===== src/sv/lfra_pkg.sv =====
// Shared types and constants for the lowest-free-room allocator.
// Used by lfra_ctrl, lfra_dpath and lowest_free_room_allocator; no dependencies.
package lfra_pkg;

  localparam int PADDR_W = 3;

  // Register index taken from paddr[2] (one 32-bit register at byte 0).
  localparam logic REG_ROOMS_IN_USE = 1'b0;

  localparam logic [4:0]  ROOMS_RESET   = 5'd16;
  localparam logic [47:0] FREE_TIME_MAX = 48'hFFFF_FFFF_FFFF;
  localparam logic [31:0] USE_COUNT_MAX = 32'hFFFF_FFFF;

  // Scan kinds.
  localparam logic SCAN_ALLOC = 1'b0;
  localparam logic SCAN_COUNT = 1'b1;

  typedef struct packed {
    logic [31:0] use_count;
    logic [47:0] free_time;
  } room_entry_t;

  // Controller to datapath.
  typedef struct packed {
    logic load;        // capture the request fields
    logic clear_scan;  // rewind the scan address, reset trackers
    logic scan_mode;   // SCAN_ALLOC or SCAN_COUNT, taken with clear_scan
    logic issue_read;  // read the room at the scan address, advance
    logic write_back;  // write the chosen room, latch the result
    logic clear_rooms; // drop every room entry back to zero
    logic load_out;    // move the result into the output register
  } lfra_cmd_t;

  // Datapath to controller.
  typedef struct packed {
    logic scan_last;   // scan address is the last active room
    logic item_last;   // captured request carries the last-meeting mark
    logic out_free;    // output register can take a result this cycle
  } lfra_stat_t;

endpackage


===== src/sv/lfra_ctrl.sv =====
// Sequencing state machine of the lowest-free-room allocator.
// Depends on lfra_pkg; drives lfra_dpath through lfra_cmd_t.
module lfra_ctrl (
  input  logic                clk,
  input  logic                rst,
  input  logic                in_valid,
  output logic                in_stall,
  input  lfra_pkg::lfra_stat_t stat,
  output lfra_pkg::lfra_cmd_t  cmd
);

  typedef enum logic [2:0] {
    ST_IDLE,
    ST_SCAN,
    ST_DRAIN,
    ST_UPDATE,
    ST_CSCAN,
    ST_CDRAIN,
    ST_CLEAR,
    ST_FINISH
  } state_t;

  state_t state;
  state_t state_next;

  assign in_stall = (state != ST_IDLE);

  always_comb begin
    state_next = state;
    cmd        = '0;
    case (state)
      ST_IDLE: begin
        if (in_valid) begin
          cmd.load       = 1'b1;
          cmd.clear_scan = 1'b1;
          cmd.scan_mode  = lfra_pkg::SCAN_ALLOC;
          state_next     = ST_SCAN;
        end
      end
      ST_SCAN: begin
        cmd.issue_read = 1'b1;
        if (stat.scan_last) state_next = ST_DRAIN;
      end
      ST_DRAIN: begin
        state_next = ST_UPDATE;
      end
      ST_UPDATE: begin
        cmd.write_back = 1'b1;
        if (stat.item_last) begin
          cmd.clear_scan = 1'b1;
          cmd.scan_mode  = lfra_pkg::SCAN_COUNT;
          state_next     = ST_CSCAN;
        end else begin
          state_next = ST_FINISH;
        end
      end
      ST_CSCAN: begin
        cmd.issue_read = 1'b1;
        if (stat.scan_last) state_next = ST_CDRAIN;
      end
      ST_CDRAIN: begin
        state_next = ST_CLEAR;
      end
      ST_CLEAR: begin
        cmd.clear_rooms = 1'b1;
        state_next      = ST_FINISH;
      end
      ST_FINISH: begin
        if (stat.out_free) begin
          cmd.load_out = 1'b1;
          state_next   = ST_IDLE;
        end
      end
      default: begin
        state_next = ST_IDLE;
      end
    endcase
  end

  always_ff @(posedge clk) begin
    if (rst) begin
      state <= ST_IDLE;
    end else begin
      state <= state_next;
    end
  end

endmodule


===== src/sv/lfra_dpath.sv =====
// Datapath of the lowest-free-room allocator: room memory, scan trackers,
// write-back arithmetic and the output register. Depends on lfra_pkg.
module lfra_dpath #(
  parameter int MAX_ROOMS = 16
) (
  input  logic                 clk,
  input  logic                 rst,
  input  lfra_pkg::lfra_cmd_t  cmd,
  output lfra_pkg::lfra_stat_t stat,
  input  logic [4:0]           rooms_in_use,
  input  logic [31:0]          start_time,
  input  logic [31:0]          end_time,
  input  logic                 last_meeting,
  input  logic                 out_stall,
  output logic                 out_valid,
  output logic [3:0]           assigned_room,
  output logic                 was_delayed,
  output logic [3:0]           most_booked_room,
  output logic                 answer_valid
);

  localparam int RW = (MAX_ROOMS > 1) ? $clog2(MAX_ROOMS) : 1;

  // Room storage; valid bits stand in for the zero reset value.
  lfra_pkg::room_entry_t room_mem [MAX_ROOMS];
  logic [MAX_ROOMS-1:0]  room_valid;

  // Captured request.
  logic [31:0] item_start;
  logic [31:0] item_end;
  logic [31:0] item_dur;
  logic        item_last;

  // Scan address and read stage.
  logic [RW-1:0]         addr;
  logic                  scan_mode;
  logic                  rd_vld;
  logic                  rd_mode;
  logic [RW-1:0]         rd_idx;
  logic                  rd_ok;
  lfra_pkg::room_entry_t rd_entry;
  logic [47:0]           rd_free;
  logic [31:0]           rd_cnt;

  // Trackers.
  logic          found;
  logic [RW-1:0] found_idx;
  logic [31:0]   found_cnt;
  logic [RW-1:0] min_idx;
  logic [47:0]   min_free;
  logic [31:0]   min_cnt;
  logic [RW-1:0] best_idx;
  logic [31:0]   best_cnt;

  // Result latched at write-back.
  logic [RW-1:0] res_room;
  logic          res_delayed;

  // Write-back arithmetic.
  logic [RW-1:0]         chosen;
  logic [31:0]           base_cnt;
  logic [48:0]           delay_sum;
  lfra_pkg::room_entry_t wr_entry;

  // Last active room index.
  logic [6:0]    rin_ext;
  logic [6:0]    lim;
  logic [RW-1:0] last_idx;

  always_comb begin
    rin_ext = 7'(rooms_in_use);
    if (rin_ext == 7'd0) begin
      lim = 7'd0;
    end else if (rin_ext > 7'(MAX_ROOMS)) begin
      lim = 7'(MAX_ROOMS - 1);
    end else begin
      lim = rin_ext - 7'd1;
    end
    last_idx = lim[RW-1:0];
  end

  assign stat.scan_last = (addr == last_idx);
  assign stat.item_last = item_last;
  assign stat.out_free  = !out_valid || !out_stall;

  assign rd_free = rd_ok ? rd_entry.free_time : 48'd0;
  assign rd_cnt  = rd_ok ? rd_entry.use_count : 32'd0;

  always_comb begin
    chosen    = found ? found_idx : min_idx;
    base_cnt  = found ? found_cnt : min_cnt;
    delay_sum = {1'b0, min_free} + 49'(item_dur);
    wr_entry.use_count = (base_cnt == lfra_pkg::USE_COUNT_MAX) ? base_cnt
                                                               : base_cnt + 32'd1;
    if (found) begin
      wr_entry.free_time = 48'(item_end);
    end else if (delay_sum[48]) begin
      wr_entry.free_time = lfra_pkg::FREE_TIME_MAX;
    end else begin
      wr_entry.free_time = delay_sum[47:0];
    end
  end

  // Memory write and registered read.
  always_ff @(posedge clk) begin
    if (cmd.write_back) begin
      room_mem[chosen] <= wr_entry;
    end
    if (cmd.issue_read) begin
      rd_entry <= room_mem[addr];
    end
  end

  // Control state: valid bits, scan pointer, trackers, output valid.
  always_ff @(posedge clk) begin
    if (rst) begin
      room_valid <= '0;
      rd_vld     <= 1'b0;
      out_valid  <= 1'b0;
      found      <= 1'b0;
      addr       <= '0;
      scan_mode  <= lfra_pkg::SCAN_ALLOC;
    end else begin
      rd_vld <= cmd.issue_read;
      if (cmd.clear_rooms) begin
        room_valid <= '0;
      end else if (cmd.write_back) begin
        room_valid[chosen] <= 1'b1;
      end
      if (cmd.clear_scan) begin
        addr      <= '0;
        scan_mode <= cmd.scan_mode;
        if (cmd.scan_mode == lfra_pkg::SCAN_ALLOC) found <= 1'b0;
      end else if (cmd.issue_read) begin
        addr <= addr + RW'(1);
      end
      if (rd_vld && rd_mode == lfra_pkg::SCAN_ALLOC && !found
          && rd_free <= 48'(item_start)) begin
        found <= 1'b1;
      end
      if (cmd.load_out) begin
        out_valid <= 1'b1;
      end else if (!out_stall) begin
        out_valid <= 1'b0;
      end
    end
  end

  // Payload registers.
  always_ff @(posedge clk) begin
    if (cmd.load) begin
      item_start <= start_time;
      item_end   <= end_time;
      item_dur   <= (end_time >= start_time) ? end_time - start_time : 32'd0;
      item_last  <= last_meeting;
    end
    if (cmd.issue_read) begin
      rd_ok   <= room_valid[addr];
      rd_idx  <= addr;
      rd_mode <= scan_mode;
    end
    if (rd_vld) begin
      if (rd_mode == lfra_pkg::SCAN_ALLOC) begin
        if (!found && rd_free <= 48'(item_start)) begin
          found_idx <= rd_idx;
          found_cnt <= rd_cnt;
        end
        // Strict less-than keeps the lowest index on ties.
        if (rd_idx == '0 || rd_free < min_free) begin
          min_idx  <= rd_idx;
          min_free <= rd_free;
          min_cnt  <= rd_cnt;
        end
      end else begin
        if (rd_idx == '0 || rd_cnt > best_cnt) begin
          best_idx <= rd_idx;
          best_cnt <= rd_cnt;
        end
      end
    end
    if (cmd.write_back) begin
      res_room    <= chosen;
      res_delayed <= !found;
    end
    if (cmd.load_out) begin
      assigned_room    <= 4'(res_room);
      was_delayed      <= res_delayed;
      most_booked_room <= item_last ? 4'(best_idx) : 4'd0;
      answer_valid     <= item_last;
    end
  end

endmodule


===== src/sv/lowest_free_room_allocator.sv =====
// Top level of the lowest-free-room allocator: APB register, controller
// and datapath. Depends on lfra_pkg, lfra_ctrl and lfra_dpath.
//
// Books meetings, given in ascending start order, onto up to MAX_ROOMS rooms.
// Each request goes to the lowest-numbered room free at its start; if none is
// free it is delayed onto the room that frees earliest (lowest index on ties)
// and keeps its duration. Every request yields one result with the room and a
// delay flag. A request marked last also reports the most-used room (lowest
// index on ties) with answer_valid set, and then clears all room state.
// Scan: with n active rooms (rooms_in_use clamped to 1..MAX_ROOMS) a request
// is scanned over rooms 0 to n-1 and then written back; a last request is
// followed by a second pass over the use counts and a clear. The scan pace is
// set by the single read port of the room memory, which it walks one room per
// cycle. in_stall stays high while a request is being worked; a finished
// result waits in the output register while the next request is scanned.
// The memory is cleared by dropping its per-room valid bits, so no clearing
// pass follows reset. Write rooms_in_use (register 0, byte address 0) only
// while the block is idle.
module lowest_free_room_allocator #(
  parameter int MAX_ROOMS = 16
) (
  input  logic                         clk,
  input  logic                         rst,
  // APB register port
  input  logic                         psel,
  input  logic                         penable,
  input  logic                         pwrite,
  input  logic [lfra_pkg::PADDR_W-1:0] paddr,
  input  logic [31:0]                  pwdata,
  output logic [31:0]                  prdata,
  output logic                         pready,
  // request channel
  input  logic                         in_valid,
  output logic                         in_stall,
  input  logic [31:0]                  start_time,
  input  logic [31:0]                  end_time,
  input  logic                         last_meeting,
  // result channel
  output logic                         out_valid,
  input  logic                         out_stall,
  output logic [3:0]                   assigned_room,
  output logic                         was_delayed,
  output logic [3:0]                   most_booked_room,
  output logic                         answer_valid
);

  logic [4:0]           rooms_in_use;
  logic                 reg_sel;
  lfra_pkg::lfra_cmd_t  cmd;
  lfra_pkg::lfra_stat_t stat;

  // Register index sits above the byte offset.
  assign reg_sel = (paddr[2] == lfra_pkg::REG_ROOMS_IN_USE);
  assign pready  = 1'b1;
  assign prdata  = reg_sel ? 32'(rooms_in_use) : 32'd0;

  // Hold the room count; a write takes effect from the next request.
  always_ff @(posedge clk) begin
    if (rst) begin
      rooms_in_use <= lfra_pkg::ROOMS_RESET;
    end else if (psel && penable && pwrite && pready && reg_sel) begin
      rooms_in_use <= pwdata[4:0];
    end
  end

  lfra_ctrl u_ctrl (
    .clk      (clk),
    .rst      (rst),
    .in_valid (in_valid),
    .in_stall (in_stall),
    .stat     (stat),
    .cmd      (cmd)
  );

  lfra_dpath #(
    .MAX_ROOMS (MAX_ROOMS)
  ) u_dpath (
    .clk              (clk),
    .rst              (rst),
    .cmd              (cmd),
    .stat             (stat),
    .rooms_in_use     (rooms_in_use),
    .start_time       (start_time),
    .end_time         (end_time),
    .last_meeting     (last_meeting),
    .out_stall        (out_stall),
    .out_valid        (out_valid),
    .assigned_room    (assigned_room),
    .was_delayed      (was_delayed),
    .most_booked_room (most_booked_room),
    .answer_valid     (answer_valid)
  );

endmodule

===== config.mk =====
export PLATFORM = sky130hd
export DESIGN_NAME = lowest_free_room_allocator
export DESIGN_NICKNAME = d
export VERILOG_FILES = /design/src/sv/lfra_pkg.sv /design/src/sv/lfra_ctrl.sv /design/src/sv/lfra_dpath.sv /design/src/sv/lowest_free_room_allocator.sv
export SDC_FILE = /design/constraint.sdc
export NUM_CORES = 2
export LEC_CHECK = 0
export BUFFER_PORTS_ARGS = -buffer_cell sky130_fd_sc_hd__buf_2
export CAP_MARGIN = 20
export CORE_MARGIN = 8
export CORE_UTILIZATION = 30
export CTS_CLUSTER_DIAMETER = 50
export DETAILED_ROUTE_END_ITERATION = 8
export PLACE_DENSITY_LB_ADDON = 0.25
export SLEW_MARGIN = 30
export SYNTH_ARGS = -nofsm -noshare
export SYNTH_HDL_FRONTEND = slang
export SYNTH_HIERARCHICAL = 1
export SYNTH_SLANG_ARGS = --single-unit
export TNS_END_PERCENT = 5

===== constraint.sdc =====
create_clock -name clk -period 26.6 [get_ports clk]
set_input_delay 2.66 -clock clk [delete_from_list [all_inputs] [get_ports clk]]
set_output_delay 2.66 -clock clk [all_outputs]
set_load 0.01 [all_outputs]

==> qor.csv <==
stage;metric;value;unit
outcome;status;finished clean;
timing;unrepaired setup endpoints after global routing;false;
logic_synthesis;post-synthesis cell area;0.06948;mm2
routing;Iteration-0 DRC Markers;2753;
clock_tree;number of hold-repair buffers added at the cts stage;0;
pwr;areal power density over the cells;72.58;mW/mm2
clock_tree;Worst-path clk slew;0.06;ns
logic_synthesis;post-synthesis adder-cell area fraction;0.03242;
worst_setup_path;critical register-to-register path endpoint;u_dpath/room_mem[3][21]$_DFFE_PP_;
logic_synthesis;sequential-to-total area share from yosys stat;0.7155;
finish;leading cell type in the layout, fill and taps excluded;edfxtp_1;
logic_synthesis;proportion of synthesized flip-flops having asynchronous set or reset;0;
routing;post-detailed-route via-to-cell ratio;4.937;
routing;routed length per placed instance;25.11;um
die;standard cell core area;0.2301;mm2
clock_tree;H-tree lvl count;4;
timing;total setup violations reported at the end of the flow;0;
clock_tree;cell at the root of the clock tree;clkbuf_16;
logic_synthesis;post-synthesis cell count;3668;
placement;HPWL Detailed;101.3;mm
timing;setup TNS;0;ns
hold_path;worst hold path class;reg -> reg;
worst_setup_path;launching element of the worst setup path;paddr[2];
routing;drt drc;0;
finish;commonest cells after routing, fill and taps aside;edfxtp_1 (1,634), mux4_2 (405), clkbuf_16 (181), ha_1 (176), inv_1 (161);
die;num rows;176;
die;Die Y-Extent;497.2;um
placement;Cells after DPL;6729;
timing;f_max;172.9;MHz
pwr;clock group share of total power;0.424;
placement;Final GP Congestion;0.8226;
pwr;P_leak;0.02603;uW
worst_setup_path;maximum fanout along the worst path;6;
pwr;switching pwr;1319;uW
routing;overall routed net length;177.5;mm
worst_setup_path;slack of the worst reg-to-reg path;21.47;ns
worst_setup_path;origin of the critical flop-to-flop path;u_dpath/min_free[0]$_DFFE_PP_;
global_routing;number of global-route vias before repair;36240;
clock_tree;number of setup buffers added after CTS;0;
clock_tree;CTS tree;yes;
pwr;internal cell power;4509;uW
timing;Worst Clk Skew;0.04559;ns
timing;Final Critical Period;5.783;ns
die;starting density of the core;0.3019;
finish;final instance count without filler cells;7068;
timing;max-slew violation count;0;
placement;number of port buffers;94;
clock_tree;post-cts sizing count;0;
die;IO Pins;152;
timing;Max-slew headroom;0.3269;
worst_setup_path;Worst R2R Path Depth;12;
logic_synthesis;number of different library cells in the post-synthesis netlist;100;
finish;fraction of final layout cells sized beyond drive strength 1;0.2413;
clock_tree;count of clock tree sinks;1666;
logic_synthesis;fraction of synthesized cell area in xor and xnor cells;0.01097;
timing;Worst Tran Pin Value;1.010;ns
timing;Period Utilization, post-route;0.2174;
logic_synthesis;portion of netlist area occupied by mux cells;0.1373;
global_routing;GRT Total Usage;0.1400;
clock_tree;cts bufs inserted;180;
job;number of maximum-capacitance constraint violations;0;
logic_synthesis;area fraction in compound gates after synthesis;0.04110;
logic_synthesis;Warnings, synthesis;6;
worst_setup_path;Setup Crit Path Kind;in -> out;
die;area of the die;0.2472;mm2
routing;number of detailed-routing iterations run before antenna repair;7;
logic_synthesis;main combinational cell family by area after synthesis;multiplexers;
routing;number of antenna-violating nets in the routed design;0;
pwr;net switching share of the total power;0.2264;
logic_synthesis;Post-synth EDFFs;1634;
routing;total vias in the final route;34900;
die;die width;497.2;um
pwr;relative contribution of combinational cells to total power;0.065;
logic_synthesis;flop and latch count out of synthesis;1666;
worst_setup_path;type of destination of the critical path;output pin;
logic_synthesis;flip-flop cell with the highest count after synthesis;edfxtp_1;
global_routing;wire length of the first global-routing pass;257.9;mm
worst_setup_path;required time at the worst-slack endpoint;23.94;ns
global_routing;overall overflow remaining after global route;0;
clock_tree;worst-skew pair later-pin latency;0.83;ns
placement;post-detailed-placement cell area;0.07423;mm2
finish;number of nets at the end of the flow;4171;
global_routing;initial antenna violation count;4;
logic_synthesis;post-synthesis simple-gate area fraction;0.04234;
worst_setup_path;startpoint type of the worst setup path;input pin;
clock_tree;clock buffer depth;3;
worst_setup_path;CP Capture Point;prdata[4];
pwr;sequential group share of total power;0.510;
timing;Final Hold Viols;0;
global_routing;largest net degree at the start of global routing;88;
finish;Area Overhead vs Synth;15.59;%
finish;fin area;0.08030;mm2
worst_setup_path;crit path DAT;3.12;ns
pwr;Max rail drop VDD;0.06216;mV
logic_synthesis;average footprint of a synthesized cell;18.94;um2
[power groups by stage]
| stage | clock (uW) | combinational (uW) | sequential [uW] |
|---|---|---|---|
| 2_1_floorplan | 0 | 255 | 3020 |
| 3_3_place_gp | 0 | 373 | 3030 |
| 3_5_place_dp | 0 | 382 | 3030 |
| 4_1_cts | 2550 | 384 | 2970 |
| 5_1_grt | 2640 | 419 | 2970 |
| 6_report | 2470 | 382 | 2970 |
[area by class of cell]
| type | instances | area [um2] |
|---|---|---|
| fill | 21460 | 149800 |
| inverter | 162 | 608.1 |
| timing repair buffer | 177 | 1212 |
| multi-input combinational | 1699 | 19060 |
| tap | 3026 | 3786 |
| sequential | 1666 | 49730 |
| clock inverter | 119 | 1216 |
| antenna | 1 | 2.502 |
| clock buffer | 218 | 4688 |
[per-stage QoR]
step                total power, uW  utilization  setup slack [ns]  hold WS, ns
floorplan                      3278            -             17.95       0.4003
global placement               3402       0.3214             20.56       0.4164
detailed placement             3411       0.3226             20.53       0.4173
CTS                            5903       0.3482             20.81       0.4318
global route                   6032       0.3490             20.78       0.4464
finish                         5828       0.3490             20.82       0.4292
[Yosys cell counts, drive strengths merged, types with 40 or more instances]
cell,number,area [um2]
a21o,65,488.0
a21oi,107,535.5
and2,90,564.3
buf,92,509.2
clkbuf,75,291.5
edfxtp,1634,49070
ha,176,2202
inv,162,608.1
mux4,405,9121
nand2,94,355.3
nand3,42,225.2
nor2,141,544.3
o21ai,53,269.0
xnor2,47,411.6
xor2,40,350.3
[worst max-delay path: stages]
cell     delay, ns
buf_2         0.11
and2b_2       0.21
buf_2         0.13
[state kept, by name (all words and copies together), names as in the netlist, 5 cells and up]
signal	count
rooms_in_use	5
u_dpath/room_valid	16
u_dpath/item_dur	32
u_dpath/rd_entry	80
u_dpath/found_cnt	32
u_dpath/room_mem	1280
u_dpath/min_cnt	32
u_dpath/item_start	32
u_dpath/item_end	32
u_dpath/best_cnt	32
u_dpath/min_free	48
[kinds of logic (layout without fill, tap and decap cells)]
kind of cell,Yosys count,count (layout)
AO/OA/AOI/OAI,406,406
XOR/XNOR,87,87
adder cells (fa/ha/maj),179,179
buffers and inverters,329,676
flip-flops,1666,1666
multiplexers,446,446
other,2,29
AND/OR/NAND/NOR,553,553
[layer usage]
metal  vias up  share of wire  track usage
li1      15280              -            -
met2       816           0.48       0.2308
met4         0          0.019      0.03339
met5         -              0            0
met1     18600           0.46       0.1967
met3       200          0.043      0.01938
[worst min path at each step]
stage	cells past startpoint	slack, ns	start	to
6_report	0	0.43	u_dpath/res_delayed$_DFFE_PP_	u_dpath/was_delayed$_DFFE_PP_
5_1_grt	0	0.45	u_dpath/res_room[2]$_DFFE_PP_	u_dpath/assigned_room[2]$_DFFE_PP_
4_1_cts	0	0.43	u_dpath/res_delayed$_DFFE_PP_	u_dpath/was_delayed$_DFFE_PP_
3_5_place_dp	0	0.42	u_dpath/res_delayed$_DFFE_PP_	u_dpath/was_delayed$_DFFE_PP_
3_3_place_gp	0	0.42	u_dpath/res_delayed$_DFFE_PP_	u_dpath/was_delayed$_DFFE_PP_
2_1_floorplan	0	0.40	u_dpath/res_room[0]$_DFFE_PP_	u_dpath/assigned_room[0]$_DFFE_PP_
Power figures use the tool's default switching activity.
